### src/rtl/brlt_pkg.sv
`timescale 1ns / 1ps
// ----------------------------------------------------------------------------
// brlt_pkg
// shared types and constants of the byte-range lock table
// ----------------------------------------------------------------------------
package brlt_pkg;

  localparam int unsigned ENTRIES_DEF = 16;

  localparam logic [1:0] MODE_LOCK   = 2'd0;
  localparam logic [1:0] MODE_UNLOCK = 2'd1;
  localparam logic [1:0] MODE_TEST   = 2'd2;
  localparam logic [1:0] MODE_CLOSE  = 2'd3;

  localparam logic [2:0] ST_OK          = 3'd0;
  localparam logic [2:0] ST_NOT_GRANTED = 3'd1;
  localparam logic [2:0] ST_NOT_LOCKED  = 3'd2;
  localparam logic [2:0] ST_CONFLICT    = 3'd3;
  localparam logic [2:0] ST_FULL        = 3'd4;

  localparam logic LOCK_RD = 1'b0;

  localparam logic [0:0] REG_SERVER = 1'd0;
  localparam logic [0:0] REG_TREE   = 1'd1;

  typedef struct packed {
    logic [31:0] file;
    logic [31:0] server;
    logic [15:0] pid;
    logic [15:0] tree;
    logic [15:0] hnd;
    logic [63:0] start;
    logic [63:0] size;
    logic        wr;
  } lock_t;

  // controller to datapath
  typedef struct packed {
    logic load_req;   // capture request
    logic clr_idx;    // restart scan pointers
    logic step;       // advance read pointer, copy when compacting
    logic append;     // write request at end
    logic remove;     // drop current entry (do not copy)
    logic finish;     // commit compacted count
  } dp_cmd_t;

  // datapath to controller
  typedef struct packed {
    logic       scan_done;
    logic       full;
    logic       hit_conflict;
    logic       hit_match;
    logic       hit_test;
    logic       hit_close;
    logic [1:0] mode;
  } dp_sts_t;

endpackage

### src/rtl/brlt_datapath.sv
`timescale 1ns / 1ps
// ----------------------------------------------------------------------------
// brlt_datapath
// lock table storage, entry compare and in-place compaction
// ----------------------------------------------------------------------------
module brlt_datapath #(
  parameter int unsigned ENTRIES = brlt_pkg::ENTRIES_DEF
) (
  input  logic              clk_i,
  input  logic              rst_ni,
  input  brlt_pkg::dp_cmd_t cmd_i,
  output brlt_pkg::dp_sts_t sts_o,
  input  logic [1:0]        mode_i,
  input  logic [31:0]       file_id_i,
  input  logic [15:0]       process_id_i,
  input  logic [15:0]       handle_i,
  input  logic [63:0]       range_start_i,
  input  logic [63:0]       range_size_i,
  input  logic              is_write_i,
  input  logic [31:0]       server_id_i,
  input  logic [15:0]       tree_id_i
);

  localparam int unsigned IW = (ENTRIES > 1) ? $clog2(ENTRIES) : 1;
  localparam int unsigned CW = $clog2(ENTRIES + 1);

  brlt_pkg::lock_t tab_q [ENTRIES];
  brlt_pkg::lock_t req_q;
  logic [1:0]      mode_q;
  logic [CW-1:0]   cnt_q;
  logic [CW-1:0]   rd_q;
  logic [CW-1:0]   wr_q;
  brlt_pkg::lock_t e;
  logic            same_own, disj, fmatch, confl_base;
  logic [IW-1:0]   rd_idx, wr_idx, cnt_idx;

  assign rd_idx  = rd_q[IW-1:0];
  assign wr_idx  = wr_q[IW-1:0];
  assign cnt_idx = cnt_q[IW-1:0];
  assign e = tab_q[rd_idx];

  assign same_own = (e.server == req_q.server) && (e.pid == req_q.pid) &&
                    (e.tree == req_q.tree) && (e.hnd == req_q.hnd);
  assign disj = (e.start >= req_q.start + req_q.size) ||
                (req_q.start >= e.start + e.size);
  assign fmatch = (e.file == req_q.file);
  assign confl_base = fmatch && !((e.wr == brlt_pkg::LOCK_RD) &&
                      (req_q.wr == brlt_pkg::LOCK_RD)) && !disj;

  always_comb begin
    sts_o.scan_done    = (rd_q >= cnt_q);
    sts_o.full         = (cnt_q == CW'(ENTRIES));
    sts_o.hit_conflict = confl_base &&
                         !(same_own && (req_q.wr == brlt_pkg::LOCK_RD));
    sts_o.hit_test     = confl_base && !same_own;
    sts_o.hit_match    = fmatch && same_own && (e.start == req_q.start) &&
                         (e.size == req_q.size);
    sts_o.hit_close    = fmatch && (e.tree == req_q.tree) &&
                         (e.server == req_q.server) && (e.hnd == req_q.hnd);
    sts_o.mode         = mode_q;
  end

  always_ff @(posedge clk_i or negedge rst_ni) begin
    if (!rst_ni) begin
      cnt_q  <= '0;
      rd_q   <= '0;
      wr_q   <= '0;
      mode_q <= brlt_pkg::MODE_LOCK;
    end else begin
      if (cmd_i.load_req) begin
        mode_q <= mode_i;
      end
      if (cmd_i.clr_idx) begin
        rd_q <= '0;
        wr_q <= '0;
      end else if (cmd_i.step) begin
        rd_q <= rd_q + CW'(1);
        if (!cmd_i.remove) begin
          wr_q <= wr_q + CW'(1);
        end
      end
      if (cmd_i.append) begin
        cnt_q <= cnt_q + CW'(1);
      end else if (cmd_i.finish) begin
        cnt_q <= wr_q;
      end
    end
  end

  always_ff @(posedge clk_i) begin
    if (cmd_i.load_req) begin
      req_q <= '{file: file_id_i, server: server_id_i, pid: process_id_i,
                 tree: tree_id_i, hnd: handle_i, start: range_start_i,
                 size: range_size_i, wr: is_write_i};
    end
    if (cmd_i.append) begin
      tab_q[cnt_idx] <= req_q;
    end else if (cmd_i.step && !cmd_i.remove && (wr_q != rd_q)) begin
      tab_q[wr_idx] <= e;
    end
  end

endmodule

### src/rtl/brlt_ctrl.sv
`timescale 1ns / 1ps
// ----------------------------------------------------------------------------
// brlt_ctrl
// request sequencer: scan, decide, compact, report
// ----------------------------------------------------------------------------
module brlt_ctrl (
  input  logic              clk_i,
  input  logic              rst_ni,
  input  logic              in_valid_i,
  output logic              in_ready_o,
  output logic              out_valid_o,
  input  logic              out_ready_i,
  output logic [2:0]        status_o,
  output brlt_pkg::dp_cmd_t cmd_o,
  input  brlt_pkg::dp_sts_t sts_i
);

  typedef enum logic [1:0] {S_IDLE, S_SCAN, S_COPY, S_DONE} state_e;

  state_e     state_q;
  logic [2:0] status_q;
  logic       rm_q;    // unlock already removed one
  logic       in_acc;

  assign in_ready_o  = (state_q == S_IDLE) && !out_valid_o;
  assign in_acc      = in_valid_i && in_ready_o;
  assign status_o    = status_q;

  always_comb begin
    cmd_o = '0;
    cmd_o.load_req = in_acc;
    cmd_o.clr_idx  = in_acc;
    if (state_q == S_SCAN) begin
      if (!sts_i.scan_done) begin
        case (sts_i.mode)
          brlt_pkg::MODE_LOCK: cmd_o.step = !sts_i.hit_conflict;
          brlt_pkg::MODE_TEST: cmd_o.step = !sts_i.hit_test;
          brlt_pkg::MODE_UNLOCK: begin
            cmd_o.step   = 1'b1;
            cmd_o.remove = sts_i.hit_match && !rm_q;
          end
          default: begin
            cmd_o.step   = 1'b1;
            cmd_o.remove = sts_i.hit_close;
          end
        endcase
      end else begin
        cmd_o.append = (sts_i.mode == brlt_pkg::MODE_LOCK) && !sts_i.full;
        cmd_o.finish = (sts_i.mode == brlt_pkg::MODE_UNLOCK) ||
                       (sts_i.mode == brlt_pkg::MODE_CLOSE);
      end
    end
  end

  always_ff @(posedge clk_i or negedge rst_ni) begin
    if (!rst_ni) begin
      state_q     <= S_IDLE;
      status_q    <= brlt_pkg::ST_OK;
      rm_q        <= 1'b0;
      out_valid_o <= 1'b0;
    end else begin
      case (state_q)
        S_IDLE: begin
          if (out_valid_o && out_ready_i) begin
            out_valid_o <= 1'b0;
          end
          if (in_acc) begin
            rm_q    <= 1'b0;
            state_q <= S_SCAN;
          end
        end
        S_SCAN: begin
          if (sts_i.scan_done) begin
            case (sts_i.mode)
              brlt_pkg::MODE_LOCK:
                status_q <= sts_i.full ? brlt_pkg::ST_FULL : brlt_pkg::ST_OK;
              brlt_pkg::MODE_UNLOCK:
                status_q <= rm_q ? brlt_pkg::ST_OK : brlt_pkg::ST_NOT_LOCKED;
              default: status_q <= brlt_pkg::ST_OK;
            endcase
            state_q <= S_DONE;
          end else if ((sts_i.mode == brlt_pkg::MODE_LOCK) && sts_i.hit_conflict) begin
            status_q <= brlt_pkg::ST_NOT_GRANTED;
            state_q  <= S_DONE;
          end else if ((sts_i.mode == brlt_pkg::MODE_TEST) && sts_i.hit_test) begin
            status_q <= brlt_pkg::ST_CONFLICT;
            state_q  <= S_DONE;
          end else if (cmd_o.remove && (sts_i.mode == brlt_pkg::MODE_UNLOCK)) begin
            rm_q <= 1'b1;
          end
        end
        S_COPY: state_q <= S_DONE;
        S_DONE: begin
          out_valid_o <= 1'b1;
          state_q     <= S_IDLE;
        end
        default: state_q <= S_IDLE;
      endcase
    end
  end

endmodule

### src/rtl/byte_range_lock_table.sv
`timescale 1ns / 1ps
// ----------------------------------------------------------------------------
// byte_range_lock_table
// byte-range lock table with lock, unlock, test and close requests
// ----------------------------------------------------------------------------
// channel  direction  signals
// request  in         in_valid_i / in_ready_o, request fields
// result   out        out_valid_o / out_ready_i, status_o
// config   in         cfg_we_i, cfg_idx_i, cfg_data_i
//
// one word in flight; the status word is valid after the one-entry-per-cycle scan
// that also compacts the table in place, earlier when lock or test stops at the
// first clash.
// no clearing pass after reset: the fill count marks the valid entries.
// a pending result blocks the next request until it is taken.
// ----------------------------------------------------------------------------
module byte_range_lock_table #(
  parameter int unsigned ENTRIES = brlt_pkg::ENTRIES_DEF
) (
  input  logic        clk_i,
  input  logic        rst_ni,
  input  logic        cfg_we_i,
  input  logic [0:0]  cfg_idx_i,
  input  logic [31:0] cfg_data_i,
  input  logic        in_valid_i,
  output logic        in_ready_o,
  input  logic [1:0]  mode_i,
  input  logic [31:0] file_id_i,
  input  logic [15:0] process_id_i,
  input  logic [15:0] handle_i,
  input  logic [63:0] range_start_i,
  input  logic [63:0] range_size_i,
  input  logic        is_write_i,
  output logic        out_valid_o,
  input  logic        out_ready_i,
  output logic [2:0]  status_o
);

  logic [31:0]       server_q;
  logic [15:0]       tree_q;
  brlt_pkg::dp_cmd_t cmd;
  brlt_pkg::dp_sts_t sts;

  always_ff @(posedge clk_i or negedge rst_ni) begin
    if (!rst_ni) begin
      server_q <= '0;
      tree_q   <= '0;
    end else if (cfg_we_i) begin
      case (cfg_idx_i)
        brlt_pkg::REG_SERVER: server_q <= cfg_data_i;
        brlt_pkg::REG_TREE:   tree_q   <= cfg_data_i[15:0];
        default: ;
      endcase
    end
  end

  brlt_ctrl u_ctrl (
    .clk_i       (clk_i),
    .rst_ni      (rst_ni),
    .in_valid_i  (in_valid_i),
    .in_ready_o  (in_ready_o),
    .out_valid_o (out_valid_o),
    .out_ready_i (out_ready_i),
    .status_o    (status_o),
    .cmd_o       (cmd),
    .sts_i       (sts)
  );

  brlt_datapath #(.ENTRIES(ENTRIES)) u_dp (
    .clk_i         (clk_i),
    .rst_ni        (rst_ni),
    .cmd_i         (cmd),
    .sts_o         (sts),
    .mode_i        (mode_i),
    .file_id_i     (file_id_i),
    .process_id_i  (process_id_i),
    .handle_i      (handle_i),
    .range_start_i (range_start_i),
    .range_size_i  (range_size_i),
    .is_write_i    (is_write_i),
    .server_id_i   (server_q),
    .tree_id_i     (tree_q)
  );

endmodule
### config.mk
export PLATFORM = sky130hd
export DESIGN_NAME = byte_range_lock_table
export DESIGN_NICKNAME = d
export VERILOG_FILES = /design/src/rtl/brlt_pkg.sv /design/src/rtl/brlt_datapath.sv /design/src/rtl/brlt_ctrl.sv /design/src/rtl/byte_range_lock_table.sv
export SDC_FILE = /design/constraint.sdc
export NUM_CORES = 2
export LEC_CHECK = 0
export BUFFER_PORTS_ARGS = -buffer_cell sky130_fd_sc_hd__buf_2
export CORE_ASPECT_RATIO = 1.75
export CORE_MARGIN = 2
export CORE_UTILIZATION = 35
export CTS_BUF_LIST = sky130_fd_sc_hd__clkbuf_16
export CTS_CLUSTER_DIAMETER = 200
export DETAILED_ROUTE_END_ITERATION = 6
export GPL_ROUTABILITY_DRIVEN = 0
export MAX_ROUTING_LAYER = met4
export PLACE_DENSITY = 0.47
export SLEW_MARGIN = 20
export SYNTH_ARGS = -nofsm -noshare
export SYNTH_HDL_FRONTEND = slang
export SYNTH_SLANG_ARGS = --single-unit
### constraint.sdc
create_clock -name clk_i -period 82.3 [get_ports clk_i]
set_clock_uncertainty 0.2 [all_clocks]
set_input_delay 0 -clock clk_i [delete_from_list [all_inputs] [get_ports clk_i]]
set_output_delay 0 -clock clk_i [all_outputs]
set_load 0.05 [all_outputs]
==> impl_results.md <==
- Async set-reset flop share out of synthesis: ~1.7%
- Hold Vio Cnt, Final: 0
- Final Max Tran Viols: 8
- Htree depth: 5
- Worst Setup Slack, final: approximately 66 ns
- Unrepaired setup endpoints after global routing: false
- First-pass GRT wire length: 919,000 µm
- Post-CTS Resized: 0
- Worst-case clock buffer depth: 4
- Vias in the first global route: 107,000
- DR vias: approximately 100k
- CP peak stage delay: about 1 ns
- Detailed-route DRC error count: 91
- Most frequent cells in the layout: edfxtp_1, mux2i_1, mux4_2, dlygate4sd3_1, nand2_1
- Die Area: 522,000 µm²
- Total negative slack: 0 ns
- Post-synth EDFFs: 4,097
- Largest net degree at the start of global routing: 93
- Status: complete, but fails checks
- DP Area: approximately 190,000 µm²
- Sequential fraction of the synthesis area: 69.1%
- Highest clock rate: 61.6 MHz
- Routed Antenna Nets: 0
- Post-place setup slack: 66.50 ns
- Die X: around 550 µm
- Post-route cell area: ~210,000 µm²
- Power density over the cells: between 40 and 50 nW/µm²
- Period utilisation layout: ~20%
- Setup bufs post-CTS: 0
- Violated checks: DRC, capacitance limit, slew limit
- CP required: 82.74 ns
- WL/cell: 37.1 µm
- Fin nets: 11,700
- CTS Buf Count: ~400
- Buffers on Ports: 237
- DR pass1 iterations: 7
- Die Ht: 955 µm
- Distinct cells, synth: roughly 100
- Least-Margin Pin Slew: 1.57 ns
- Via density: about 5.7
- Crit path kind: reg2reg
- FF-to-FF setup slack: 66.08 ns
- Max Cap Viol: 2
- Setup crit end kind: register
- I/O Pins: 238
- DP HPWL: 433,000 µm
- Crit-path slowest cell: a2111oi_0
- Critical-path maximum fanout: between 80 and 90
- WL final: 682,000 µm
- Switch share: approximately two fifths
- Net switching power figure: 0.00375 W
- Static leakage: between 70 and 80 nW
- Logic pwr share: approximately 47%
- Clk pwr share: 20.4%
- Total track usage: 26.3%
- Crit path arrival time: 16.66 ns
- Layout cell share with drive strength beyond 1: 21.0%
- Worst skew pair latency: ~1.1 ns
- Initial detailed-routing violation count: 10,200
- Synthesized cell area: 181,000 µm²
- Area delta synth->final: 16.6%
- Clock-pin transition on the worst setup and hold timing paths: approximately 0.060 ns
- Startpoint Class: register
- Final Hold Slack: between 0.06 and 0.07 ns
- GR Overflow Total: 0
- Worst vdd ir: 0.0398 mV
- Syn Area/Cell: 18.2 µm²
- CTS tree: done
- Fin crit period: about 16 ns
- Initial core utilization: 35.1%
- Most used DFF post-synth: edfxtp_1
- Post-Syn Nets: 10,400
- Register share of total power: 32.9%
- Root Driver: clkbuf_16
- Clock sink total: between 4,000 and 5,000
- Cell repeated most along the worst path: buf_4
- Synth warnings: 0
- Core Rows: 349
- Core Util, Final: 40.9%
- Hold Crit Class: in2reg
- CTS Hold Bufs: ~700
- Register bit total from synthesis: 4,169
- Initial antenna violation count: 41
- Rel. slew slack: -5.37%
- Power Internal: about 0.0054 W
- Post-Syn Instances: about 9,900
- Final Setup Violations: 0
- Core area: 515,000 µm²
- Commonest non-fill, non-tap cell in the layout: edfxtp_1
[state kept, by name, indices dropped and copies added (netlist names), 3 cells and up]
name / cells
u_dp.req_q: 241
u_dp.rd_q: 5
u_dp.tab_q: 3856
u_dp.cnt_q: 5
tree_q: 16
server_q: 32
u_dp.wr_q: 5
u_ctrl.status_o: 3
[cells in the mapped netlist, drive strengths merged (17+ instances only)]
master / number / area (µm²)
a22oi: 176 / 1320
and2: 19 / 119
o211ai: 28 / 210
a21o: 105 / 788
mux4: 768 / 17500
xnor2: 224 / 1960
nand4: 76 / 475
mux2: 343 / 4530
inv: 141 / 532
o32ai: 25 / 219
o21bai: 18 / 135
or3: 17 / 110
a21oi: 275 / 1380
ha: 267 / 3340
o22ai: 110 / 688
nor2b: 33 / 206
nand2: 559 / 2100
nand3: 90 / 450
o221ai: 21 / 184
xor2: 150 / 1310
nor4: 37 / 231
dfrtp: 72 / 1800
and3: 43 / 273
a221oi: 45 / 400
o2111ai: 20 / 175
nor3: 55 / 275
a221o: 19 / 190
o21a: 20 / 150
mux2i: 800 / 8020
buf: 379 / 3420
nor2: 230 / 866
nand2b: 45 / 282
edfxtp: 4097 / 123000
a31oi: 47 / 294
a211oi: 39 / 293
o21ai: 196 / 981
clkbuf: 105 / 473
a2111oi: 24 / 249
[critical path, delay by kind of cell, from the launching register on]
family,cells,cell delay (ns)
AOI/OAI and AO/OA,17,5.60
adders and majority gates,2,0.58
buffers and inverters,8,5.12
DFF,1,0.82
muxes,1,0.13
and+or+nand+nor,8,2.88
[power groups by stage]
| stage | sequential (W) | combinational, W | clock [W] |
|---|---|---|---|
| 4_1_cts | 0.00300 | 0.00421 | 0.00190 |
| 5_1_grt | 0.00301 | 0.00447 | 0.00197 |
| 3_5_place_dp | 0.00305 | 0.00417 | 0 |
| 6_report | 0.00300 | 0.00426 | 0.00187 |
| 3_3_place_gp | 0.00304 | 0.00414 | 0 |
| 2_1_floorplan | 0.00312 | 0.00259 | 0 |
[layout make-up]
type	count	area, µm²
Sequential cell	4169	125000
Clock inverter	337	2750
Timing Repair Buffer	1317	11500
Antenna cell	36	90.1
Multi-Input combinational cell	5120	52200
Clock buffer	409	10200
Fill cell	46400	305000
Inverter	142	573
Tap cell	6844	8560
[kinds of logic after synthesis]
logic type	Yosys count	share of synthesized area, %
adders and majority gates	269	1.87
AOI/OAI and AO/OA	1313	4.96
muxes	1911	16.6
DFF	4169	69.1
and+or+nand+nor	1253	3.20
xor gates and xnor gates	374	1.81
buffers and inverters	627	2.46
[worst paths after layout]
path / end / startpoint / cells past startpoint
setup / recovery: u_dp.tab_q[4][215] / u_dp.rd_q[1] / 36
hold reg to reg: u_dp.req_q[148] / tree_q[3] / 0
setup reg to reg: u_dp.tab_q[4][215] / u_dp.rd_q[1] / 36
max in group asynchronous: u_dp.rd_q[3] / rst_ni / 6
hold / removal: u_dp.req_q[175] / process_id_i[14] / 3
min in group asynchronous: server_q[31] / rst_ni / 5
[through the flow]
stage | instances | total power, W
2_1_floorplan | 9916 | 0.00570
3_3_place_gp | 16900 | 0.00718
3_5_place_dp | 16900 | 0.00721
4_1_cts | 18300 | 0.00912
5_1_grt | 18400 | 0.00946
6_report | 18400 | 0.00913
[per-layer routing]
metal / track usage [%] / share of wire (%) / wire length, µm / up-vias
li1: - / - / - / 42900
met1: 29.4 / 37 / 251000 / 56400
met2: 44.8 / 51 / 347000 / 4042
met3: 3.39 / 5.0 / 33800 / 1220
met4: 16.2 / 7.2 / 49300 / 0
met5: - / 0 / 0 / -
Note: power is estimated with default switching activity, not from simulation.
